File: config.mk
export PLATFORM = sky130hd
export DESIGN_NAME = conv2d_valid_fixed_weights_flat
export DESIGN_NICKNAME = d
export VERILOG_FILES = /design/src/rtl/cv2d_pkg.sv /design/src/rtl/cv2d_if.sv /design/src/rtl/cv2d_line_buf.sv /design/src/rtl/cv2d_mac.sv /design/src/rtl/cv2d_out_fifo.sv /design/src/rtl/conv2d_valid_fixed_weights.sv /design/src/flat_wrapper.sv
export SDC_FILE = /design/constraint.sdc
export NUM_CORES = 2
export LEC_CHECK = 0
export BUFFER_PORTS_ARGS = -buffer_cell sky130_fd_sc_hd__buf_2
export CAP_MARGIN = 20
export CELL_PAD_IN_SITES_DETAIL_PLACEMENT = 1
export CELL_PAD_IN_SITES_GLOBAL_PLACEMENT = 1
export CORE_ASPECT_RATIO = 1.5
export CORE_MARGIN = 8
export CORE_UTILIZATION = 40
export DETAILED_ROUTE_END_ITERATION = 7
export GPL_ROUTABILITY_DRIVEN = 0
export PLACE_DENSITY = 0.69
export SYNTH_ARGS = -nofsm -noshare
export SYNTH_HDL_FRONTEND = slang
export SYNTH_SLANG_ARGS = --single-unit
File: constraint.sdc
create_clock -name clk -period 18.95 [get_ports clk]
set_input_delay 1.895 -clock clk [delete_from_list [all_inputs] [get_ports clk]]
set_output_delay 1.895 -clock clk [all_outputs]
set_load 0.005 [all_outputs]
File: src/rtl/cv2d_pkg.sv
`default_nettype none

package cv2d_pkg;

  // Beat kinds on the input channel.
  typedef enum logic {
    KIND_WEIGHT = 1'b0,
    KIND_PIXEL  = 1'b1
  } cv2d_kind_t;

  // Fixed field widths of the two channels.
  localparam int IDX_W = 4;
  localparam int WV_W  = 8;
  localparam int PIX_W = 8;
  localparam int VAL_W = 8;
  localparam int POS_W = 5;

  // Taps folded into one accumulator stage.
  localparam int MAC_STEP = 5;

  // Position and flags that travel alongside one window through the pipe.
  typedef struct packed {
    logic             valid;
    logic [POS_W-1:0] row;
    logic [POS_W-1:0] col;
    logic             last;
  } cv2d_ctl_t;

  // One finished result.
  typedef struct packed {
    logic signed [VAL_W-1:0] value;
    logic [POS_W-1:0]        row;
    logic [POS_W-1:0]        col;
    logic                    last;
  } cv2d_res_t;

endpackage

`default_nettype wire

File: src/rtl/cv2d_if.sv
`default_nettype none

interface cv2d_in_if;
  import cv2d_pkg::*;

  logic                   valid;
  logic                   ready;
  logic                   kind;
  logic [IDX_W-1:0]       weight_index;
  logic signed [WV_W-1:0] weight_value;
  logic [PIX_W-1:0]       pixel;

  modport source (output valid, kind, weight_index, weight_value, pixel, input ready);
  modport sink (input valid, kind, weight_index, weight_value, pixel, output ready);
endinterface

interface cv2d_out_if;
  import cv2d_pkg::*;

  logic                    valid;
  logic                    ready;
  logic signed [VAL_W-1:0] out_value;
  logic [POS_W-1:0]        out_row;
  logic [POS_W-1:0]        out_col;
  logic                    last;

  modport source (output valid, out_value, out_row, out_col, last, input ready);
  modport sink (input valid, out_value, out_row, out_col, last, output ready);
endinterface

`default_nettype wire

File: src/rtl/cv2d_line_buf.sv
`default_nettype none

module cv2d_line_buf #(
  parameter int IMG_WIDTH  = 32,
  parameter int IMG_HEIGHT = 32,
  parameter int KERNEL     = 3,
  parameter int PXW        = 8
) (
  input  logic                              clk,
  input  logic                              rst_n,
  input  logic                              pix_take,
  input  logic [PXW-1:0]                    pixel,
  output logic                              emit,
  output logic [KERNEL*KERNEL-1:0][PXW-1:0] win,
  output cv2d_pkg::cv2d_ctl_t               ctl
);
  import cv2d_pkg::*;

  localparam int TAPS = KERNEL * KERNEL;
  localparam int CW   = $clog2(IMG_WIDTH);
  localparam int RW   = $clog2(IMG_HEIGHT);

  logic [CW-1:0]                col_r, col_nxt;
  logic [RW-1:0]                row_r, row_nxt;
  logic                         col_end, row_end;
  logic [KERNEL-1:0][PXW-1:0]   newcol;
  logic [TAPS-1:0][PXW-1:0]     win_r, win_nxt;
  cv2d_ctl_t                    ctl_r;

  assign col_end = (col_r == CW'(IMG_WIDTH - 1));
  assign row_end = (row_r == RW'(IMG_HEIGHT - 1));
  assign emit    = (32'(row_r) >= 32'(KERNEL - 1)) && (32'(col_r) >= 32'(KERNEL - 1));

  always_comb begin
    col_nxt = col_end ? '0 : col_r + CW'(1);
    row_nxt = row_r;
    if (col_end) begin
      row_nxt = row_end ? '0 : row_r + RW'(1);
    end
  end

  always_ff @(posedge clk) begin
    if (!rst_n) begin
      col_r <= '0;
      row_r <= '0;
    end else if (pix_take) begin
      col_r <= col_nxt;
      row_r <= row_nxt;
    end
  end

  // Each line memory word holds one column of the previous KERNEL-1 rows,
  // oldest row in the low slot. The word for the next column is fetched as
  // soon as a pixel is taken, so it is registered before the next pixel.
  if (KERNEL > 1) begin : g_lmem
    localparam int LBW = (KERNEL - 1) * PXW;

    logic [LBW-1:0] lmem [IMG_WIDTH];
    logic [LBW-1:0] rd_r;
    logic [LBW-1:0] wr_word;
    logic [CW-1:0]  rd_addr;

    assign rd_addr = pix_take ? col_nxt : col_r;
    assign wr_word = LBW'({pixel, rd_r} >> PXW);
    assign newcol  = {pixel, rd_r};

    always_ff @(posedge clk) begin
      if (pix_take) begin
        lmem[col_r] <= wr_word;
      end
      rd_r <= lmem[rd_addr];
    end
  end else begin : g_nomem
    assign newcol = pixel;
  end

  // Window shifts one column left per pixel; the new column enters on the right.
  always_comb begin
    for (int kr = 0; kr < KERNEL; kr++) begin
      for (int kc = 0; kc < KERNEL; kc++) begin
        if (kc < KERNEL - 1) begin
          win_nxt[kr*KERNEL+kc] = win_r[kr*KERNEL+kc+1];
        end else begin
          win_nxt[kr*KERNEL+kc] = newcol[kr];
        end
      end
    end
  end

  always_ff @(posedge clk) begin
    if (pix_take) begin
      win_r <= win_nxt;
    end
  end

  always_ff @(posedge clk) begin
    if (!rst_n) begin
      ctl_r <= '0;
    end else begin
      ctl_r.valid <= pix_take && emit;
      ctl_r.row   <= POS_W'(row_r - RW'(KERNEL - 1));
      ctl_r.col   <= POS_W'(col_r - CW'(KERNEL - 1));
      ctl_r.last  <= row_end && col_end;
    end
  end

  assign win = win_r;
  assign ctl = ctl_r;

endmodule

`default_nettype wire

File: src/rtl/cv2d_mac.sv
`default_nettype none

module cv2d_mac #(
  parameter int KERNEL = 3,
  parameter int PXW    = 8,
  parameter int WW     = 8,
  parameter int SH_R   = 5,
  parameter int SH_L   = 0
) (
  input  logic                                  clk,
  input  logic                                  rst_n,
  input  logic                                  w_take,
  input  logic [cv2d_pkg::IDX_W-1:0]            w_index,
  input  logic [WW-1:0]                         w_value,
  input  logic [KERNEL*KERNEL-1:0][PXW-1:0]     win,
  input  cv2d_pkg::cv2d_ctl_t                   ctl_in,
  output logic [cv2d_pkg::VAL_W-1:0]            acc_out,
  output cv2d_pkg::cv2d_ctl_t                   ctl_out
);
  import cv2d_pkg::*;

  localparam int TAPS = KERNEL * KERNEL;
  localparam int NSTG = (TAPS + MAC_STEP - 1) / MAC_STEP;
  localparam int PRW  = WW + PXW + 1;
  localparam int AW   = VAL_W + SH_R;
  localparam int BW   = PRW + SH_L;
  localparam int SW   = ((AW > BW) ? AW : BW) + 1;
  localparam logic [SW-1:0] FRAC_MASK = (SW'(1) << SH_R) - SW'(1);

  logic [WW-1:0]              w_r [TAPS];
  logic [TAPS-1:0][PRW-1:0]   p_r [NSTG+1];
  cv2d_ctl_t                  ctl_r [NSTG+1];
  logic [VAL_W-1:0]           acc_r [NSTG];

  // One accumulate: add the scaled product, truncate toward zero to an
  // integer, keep the low eight bits.
  function automatic logic [VAL_W-1:0] acc_step(input logic [VAL_W-1:0] acc,
                                                input logic [PRW-1:0]   p);
    logic signed [SW-1:0] sum;
    logic signed [SW-1:0] q;
    sum = (SW'(signed'(acc)) <<< SH_R) + (SW'(signed'(p)) <<< SH_L);
    q   = sum >>> SH_R;
    if (sum[SW-1] && ((sum & FRAC_MASK) != '0)) begin
      q = q + SW'(1);
    end
    return q[VAL_W-1:0];
  endfunction

  always_ff @(posedge clk) begin
    for (int t = 0; t < TAPS; t++) begin
      if (w_take && (32'(w_index) == t)) begin
        w_r[t] <= w_value;
      end
    end
  end

  // Product stage: one multiplier per tap.
  always_ff @(posedge clk) begin
    for (int t = 0; t < TAPS; t++) begin
      p_r[0][t] <= PRW'(signed'(w_r[t])) * PRW'(signed'({1'b0, win[t]}));
    end
  end

  always_ff @(posedge clk) begin
    if (!rst_n) begin
      ctl_r[0] <= '0;
    end else begin
      ctl_r[0] <= ctl_in;
    end
  end

  // Accumulator chain, up to MAC_STEP taps per registered stage in tap order.
  for (genvar s = 0; s < NSTG; s++) begin : g_stage
    logic [VAL_W-1:0] acc_in;
    logic [VAL_W-1:0] acc_nxt;

    if (s == 0) begin : g_first
      assign acc_in = '0;
    end else begin : g_next
      assign acc_in = acc_r[s-1];
    end

    always_comb begin
      acc_nxt = acc_in;
      for (int k = 0; k < MAC_STEP; k++) begin
        if (s * MAC_STEP + k < TAPS) begin
          acc_nxt = acc_step(acc_nxt, p_r[s][s*MAC_STEP+k]);
        end
      end
    end

    always_ff @(posedge clk) begin
      acc_r[s]   <= acc_nxt;
      p_r[s+1]   <= p_r[s];
    end

    always_ff @(posedge clk) begin
      if (!rst_n) begin
        ctl_r[s+1] <= '0;
      end else begin
        ctl_r[s+1] <= ctl_r[s];
      end
    end
  end

  assign acc_out = acc_r[NSTG-1];
  assign ctl_out = ctl_r[NSTG];

endmodule

`default_nettype wire

File: src/rtl/cv2d_out_fifo.sv
`default_nettype none

module cv2d_out_fifo #(
  parameter int DEPTH = 6
) (
  input  logic                clk,
  input  logic                rst_n,
  input  logic                take,
  output logic                room,
  input  logic                push,
  input  cv2d_pkg::cv2d_res_t push_data,
  cv2d_out_if.source          out_if
);
  import cv2d_pkg::*;

  localparam int PW = $clog2(DEPTH);
  localparam int CNW = $clog2(DEPTH + 1);

  cv2d_res_t      q_mem [DEPTH];
  logic [PW-1:0]  wr_ptr_r, rd_ptr_r;
  logic [CNW-1:0] cnt_r, credit_r;
  logic           pop;

  // A credit is held from the accepted pixel beat until its result leaves,
  // so the queue can never overflow even though the pipe never stalls.
  assign pop  = out_if.valid && out_if.ready;
  assign room = (credit_r < CNW'(DEPTH));

  always_ff @(posedge clk) begin
    if (!rst_n) begin
      credit_r <= '0;
      cnt_r    <= '0;
      wr_ptr_r <= '0;
      rd_ptr_r <= '0;
    end else begin
      credit_r <= credit_r + CNW'(take) - CNW'(pop);
      cnt_r    <= cnt_r + CNW'(push) - CNW'(pop);
      if (push) begin
        wr_ptr_r <= (wr_ptr_r == PW'(DEPTH - 1)) ? '0 : wr_ptr_r + PW'(1);
      end
      if (pop) begin
        rd_ptr_r <= (rd_ptr_r == PW'(DEPTH - 1)) ? '0 : rd_ptr_r + PW'(1);
      end
    end
  end

  always_ff @(posedge clk) begin
    if (push) begin
      q_mem[wr_ptr_r] <= push_data;
    end
  end

  assign out_if.valid     = (cnt_r != '0);
  assign out_if.out_value = q_mem[rd_ptr_r].value;
  assign out_if.out_row   = q_mem[rd_ptr_r].row;
  assign out_if.out_col   = q_mem[rd_ptr_r].col;
  assign out_if.last      = q_mem[rd_ptr_r].last;

endmodule

`default_nettype wire

File: src/rtl/conv2d_valid_fixed_weights.sv
`default_nettype none

// Streaming 2-D valid-mode convolution with a loadable KERNEL x KERNEL
// weight set. Each input beat is either a weight load (kind = 0, tap index
// in row-major order, signed fixed point with WEIGHT_BITS - WEIGHT_INT_BITS
// fraction bits) or one unsigned pixel (kind = 1) in raster order. Weight
// loads take effect for every pixel beat accepted after them, and any tap
// must be loaded before the first result that uses it. Pixels are counted
// by row and column; once a full window ending at the current pixel is in
// the line memory, one result beat follows carrying the 8-bit wrapped sum,
// the output row and column and a flag on the last output of the image.
// The sum is built in row-major tap order and is truncated toward zero and
// wrapped to eight bits after every tap. After the last pixel of an image
// the position returns to the top left and a new image starts. There is no
// clearing pass after reset: the line memory is always refilled before it
// is read. While in_if.ready is high one beat is taken every clock cycle:
// the line memory has one write and one prefetching read port, and every
// later stage advances each cycle. A result passes the window registers,
// the product stage and the NSTG accumulator stages (the taps in groups of
// five, two stages for a 3x3 kernel), then enters a result queue of NSTG + 4
// entries and is offered on out_if from there;
// in_if.ready drops only when that many results are accepted but not yet
// taken, so a stalled result side stops the input after the queue fills.

module conv2d_valid_fixed_weights #(
  parameter int IMG_WIDTH       = 32,
  parameter int IMG_HEIGHT      = 32,
  parameter int KERNEL          = 3,
  parameter int PIXEL_BITS      = 8,
  parameter int WEIGHT_BITS     = 8,
  parameter int WEIGHT_INT_BITS = 3
) (
  input  logic       clk,
  input  logic       rst_n,
  cv2d_in_if.sink    in_if,
  cv2d_out_if.source out_if
);
  import cv2d_pkg::*;

  // Pixel and weight bits that are actually used from the 8-bit fields.
  localparam int PXW  = (PIXEL_BITS < PIX_W) ? PIXEL_BITS : PIX_W;
  localparam int WW   = (WEIGHT_BITS < WV_W) ? WEIGHT_BITS : WV_W;
  // Fraction bits of the weight; a negative count scales products up.
  localparam int FRAC = WEIGHT_BITS - WEIGHT_INT_BITS;
  localparam int SH_R = (FRAC > 0) ? FRAC : 0;
  localparam int SH_L = (FRAC < 0) ? -FRAC : 0;
  localparam int TAPS = KERNEL * KERNEL;
  localparam int NSTG = (TAPS + MAC_STEP - 1) / MAC_STEP;
  localparam int QDEPTH = NSTG + 4;

  logic                       beat;
  logic                       pix_take;
  logic                       w_take;
  logic                       emit;
  logic                       room;
  logic [TAPS-1:0][PXW-1:0]   win;
  cv2d_ctl_t                  win_ctl;
  cv2d_ctl_t                  mac_ctl;
  logic [VAL_W-1:0]           mac_acc;
  cv2d_res_t                  res;

  assign in_if.ready = room;
  assign beat        = in_if.valid && in_if.ready;
  assign pix_take    = beat && (in_if.kind == KIND_PIXEL);
  assign w_take      = beat && (in_if.kind == KIND_WEIGHT);

  // Position counters, line memory and the window registers.
  cv2d_line_buf #(
    .IMG_WIDTH  (IMG_WIDTH),
    .IMG_HEIGHT (IMG_HEIGHT),
    .KERNEL     (KERNEL),
    .PXW        (PXW)
  ) u_line_buf (
    .clk      (clk),
    .rst_n    (rst_n),
    .pix_take (pix_take),
    .pixel    (in_if.pixel[PXW-1:0]),
    .emit     (emit),
    .win      (win),
    .ctl      (win_ctl)
  );

  // Weight registers, the product stage and the accumulator chain.
  cv2d_mac #(
    .KERNEL (KERNEL),
    .PXW    (PXW),
    .WW     (WW),
    .SH_R   (SH_R),
    .SH_L   (SH_L)
  ) u_mac (
    .clk     (clk),
    .rst_n   (rst_n),
    .w_take  (w_take),
    .w_index (in_if.weight_index),
    .w_value (in_if.weight_value[WW-1:0]),
    .win     (win),
    .ctl_in  (win_ctl),
    .acc_out (mac_acc),
    .ctl_out (mac_ctl)
  );

  always_comb begin
    res.value = signed'(mac_acc);
    res.row   = mac_ctl.row;
    res.col   = mac_ctl.col;
    res.last  = mac_ctl.last;
  end

  // Result queue; a pixel beat that completes a window reserves one entry.
  cv2d_out_fifo #(
    .DEPTH (QDEPTH)
  ) u_out_fifo (
    .clk       (clk),
    .rst_n     (rst_n),
    .take      (pix_take && emit),
    .room      (room),
    .push      (mac_ctl.valid),
    .push_data (res),
    .out_if    (out_if)
  );

endmodule

`default_nettype wire

File: src/flat_wrapper.sv
// flat-port wrapper written by rule: the top's interface ports become plain ports
module conv2d_valid_fixed_weights_flat import cv2d_pkg::*;
#(
  parameter int IMG_WIDTH       = 32,
  parameter int IMG_HEIGHT      = 32,
  parameter int KERNEL          = 3,
  parameter int PIXEL_BITS      = 8,
  parameter int WEIGHT_BITS     = 8,
  parameter int WEIGHT_INT_BITS = 3
)
  (clk, rst_n, in_if_valid, in_if_kind, in_if_weight_index, in_if_weight_value, in_if_pixel, in_if_ready, out_if_valid, out_if_out_value, out_if_out_row, out_if_out_col, out_if_last, out_if_ready);
  cv2d_in_if in_if_i ();
  cv2d_out_if out_if_i ();
  input  logic clk;
  input  logic rst_n;
  input wire logic [$bits(in_if_i.valid)-1:0] in_if_valid;
  input wire logic [$bits(in_if_i.kind)-1:0] in_if_kind;
  input wire logic [$bits(in_if_i.weight_index)-1:0] in_if_weight_index;
  input wire logic [$bits(in_if_i.weight_value)-1:0] in_if_weight_value;
  input wire logic [$bits(in_if_i.pixel)-1:0] in_if_pixel;
  output wire logic [$bits(in_if_i.ready)-1:0] in_if_ready;
  output wire logic [$bits(out_if_i.valid)-1:0] out_if_valid;
  output wire logic [$bits(out_if_i.out_value)-1:0] out_if_out_value;
  output wire logic [$bits(out_if_i.out_row)-1:0] out_if_out_row;
  output wire logic [$bits(out_if_i.out_col)-1:0] out_if_out_col;
  output wire logic [$bits(out_if_i.last)-1:0] out_if_last;
  input wire logic [$bits(out_if_i.ready)-1:0] out_if_ready;
  assign in_if_i.valid = in_if_valid;
  assign in_if_i.kind = in_if_kind;
  assign in_if_i.weight_index = in_if_weight_index;
  assign in_if_i.weight_value = in_if_weight_value;
  assign in_if_i.pixel = in_if_pixel;
  assign in_if_ready = in_if_i.ready;
  assign out_if_valid = out_if_i.valid;
  assign out_if_out_value = out_if_i.out_value;
  assign out_if_out_row = out_if_i.out_row;
  assign out_if_out_col = out_if_i.out_col;
  assign out_if_last = out_if_i.last;
  assign out_if_i.ready = out_if_ready;
  conv2d_valid_fixed_weights #(.IMG_WIDTH(IMG_WIDTH), .IMG_HEIGHT(IMG_HEIGHT), .KERNEL(KERNEL), .PIXEL_BITS(PIXEL_BITS), .WEIGHT_BITS(WEIGHT_BITS), .WEIGHT_INT_BITS(WEIGHT_INT_BITS)) u_core (.clk(clk), .rst_n(rst_n), .in_if(in_if_i), .out_if(out_if_i));
endmodule
==> metrics.yaml <==
cap_violations: 0
syn_area_um2: 60600
grt_pass1_wl_um: 239000
yosysSeqAreaShare: 0.488
start_kind: "register"
grt_usage: 0.185
vias_per_cell: 5.24
grt_pass1_vias: 42300
port_buffers: 45
worst_pin_slew_ns: 1.14
hp-class: "register to register"
syn_to_final_growth_pct: 10.7
initial_core_util: 0.401
final_common_cell: "edfxtp_1"
drv_slew: 0
synth_fa_ha_area_frac: 0.219
synth_compound_area_frac: 0.0526
die_h_um: 493
cts_max_level: 3
overflow: 0
hold_violations: 0
max_freq_ghz: 0.106
drt_iter0_markers: 1622
yosysWarnings: 0
layoutNonFillerInstCount: 7298
place_area_um2: 63400
dieArea_um2: 165000
synthArstFlopShare: 0
wl_um: 152000
synth_ff_type: "edfxtp_1"
clock_path_buffers: 3
relSlewSlack: 0.242
crit_path_end_kind: "register"
dpl.cell_count: 7090
synth_mux_area_frac: 0.0324
status: "finished clean"
fin_crit_ns: 9.44
grt_max_degree: 86
synth.avg_cell_area_um2: 11.8
fp.dieW_um: 334
layout_common_cells: "edfxtp_1 (770), nand2_1 (604), inv_1 (548)"
final_nets: 6131
synth-simple-area-share: 0.137
synth_largest_area_cell: "edfxtp_1"
finalSetupViolCount: 0
cts_hold_buf: 0
vias: 38300
cp.required_ns: 19.62
crit_fanout: 10
synth_top_family_by_area: "adder cells"
cts.sinks: 1093
io_pins: 46
worstPathArrival_ns: 10.11
core_um2: 151000
insertion_delay_ns: 0.75
critical_path_class: "register to register"
rows: 175
wl_per_cell_um: 20.9
ant_nets: 0
cpMostUsedCell: "ha_1"
remaining_drc_errors: 0
ys_top_cells_by_area: "edfxtp_1 (38%), fa_1 (11%), dfxtp_1 (11%), ha_1 (11%), and2_1 (3.8%)"
hold_ws_ns: 0.321
cts.clk_slew.worst_paths_ns: 0.07
drive_gt1_frac: 0.0664
root_buffer: "clkbuf_16"
cts_tree: "built"
post-cts-setup-buffers: 0
design_area_um2: 67100
synthCells: 5131
cts_made_buffers: 108
netlist.area_leader.share: 0.381
synth_seq_cells: 1093
worst_path_largest_cell_delay_ns: 0.55
antenna_found_initial: 10
fin_skew_ns: 0.0522
finalSetupTns_ns: 0
ctsResizeCount: 0
syn_nets: 6009
synth.distinct_cells: 82
rsz0062_at_grt: "no"
layout_worst_path_cycle_share: 0.498
drt-pass1-iter-count: 4
slowest_stage: "or4_1"
synth_edf_count: 770
synth_xor_area_frac: 0.0290
place_hpwl_um: 110000
## synth_stat cells, drive strengths merged (58+ instances only)
library cell	n
a21oi	134
nor2	216
ha	510
inv	549
dfxtp	323
nand2	604
fa	343
nor3	88
nor2b	58
edfxtp	770
nand2b	61
nand3	185
xnor2	158
mux2i	150
o21ai	61
and2	369
buf	67
## critical path: cells and delay by family, from the launching register on
family	cells	cell delay [ns]
AO/OA/AOI/OAI	13	2.79
XOR/XNOR	5	1.07
adder cells (fa/ha/maj)	7	2.29
buffers and inverters	3	0.22
flip-flops	1	0.29
multiplexers	1	0.40
AND/OR/NAND/NOR	10	2.34
## logic make-up after synthesis
group           Yosys count
buf+inv                 652
simple gates           1687
flops                  1093
xor+xnor                201
compound gates          474
fa+ha+maj               853
mux                     171
## through the flow
stage                util  setup slack (ns)
floorplan               -             10.69
finish              0.444              9.51
CTS                 0.444              9.42
global placement    0.420              9.75
detailed placement  0.420              9.45
global route        0.444              8.66
## path summary, 6_finish.rpt
path,from,slack [ns],end,cells after the start
worst max-delay path,u_core.u_mac.p_r[0][0]$_DFF_P_,9.51,u_core.u_mac.acc_r[0][7]$_DFF_P_,39
worst min-delay path,u_core.u_mac.p_r[0][147]$_DFF_P_,0.32,u_core.u_mac.p_r[0][300]$_DFF_P_,0
worst max register to register,u_core.u_mac.p_r[0][0]$_DFF_P_,9.51,u_core.u_mac.acc_r[0][7]$_DFF_P_,39
worst min register to register,u_core.u_mac.p_r[0][147]$_DFF_P_,0.32,u_core.u_mac.p_r[0][300]$_DFF_P_,0
## final cells by class
| class | count | area, um^2 |
|---|---|---|
| clock buffer | 142 | 2940 |
| fill | 16100 | 84000 |
| timing repair buffer | 114 | 741 |
| inverter | 550 | 2070 |
| sequential | 1093 | 29600 |
| multi-input combinational | 3386 | 28600 |
| tap | 1947 | 2440 |
| antenna | 3 | 7.51 |
| clock inverter | 63 | 718 |
## flip-flops by register name (all words and copies together) (netlist names), named ones only
signal and cells:
u_core.u_out_fifo.credit_r 3, u_core.u_line_buf.col_r 5, u_core.u_out_fifo.q_mem 114, u_core.u_line_buf.row_r 5
u_core.u_out_fifo.wr_ptr_r 3, u_core.u_mac.w_r 72, u_core.u_line_buf.g_lmem.lmem 512, u_core.u_line_buf.g_lmem.rd_r 16
u_core.u_out_fifo.cnt_r 3, u_core.u_line_buf.win 72, u_core.u_out_fifo.rd_ptr_r 3, u_core.u_mac.acc_r 16
u_core.u_line_buf.ctl 12, u_core.u_mac.ctl_r 36, u_core.u_mac.p_r 218
## metal layers
| metal | share of wire | vias up | GRT usage | routed length [um] |
|---|---|---|---|---|
| met4 | 0.049 | 4 | 0.0902 | 7470 |
| met5 | 0.00020 | - | 0 | 31 |
| met1 | 0.38 | 19500 | 0.202 | 58400 |
| met2 | 0.54 | 616 | 0.351 | 81700 |
| met3 | 0.031 | 300 | 0.0213 | 4730 |
| li1 | - | 17800 | - | - |
Power is not shown: default switching activity piles up to over one toggle a cycle in this logic, so the estimate is an artifact.
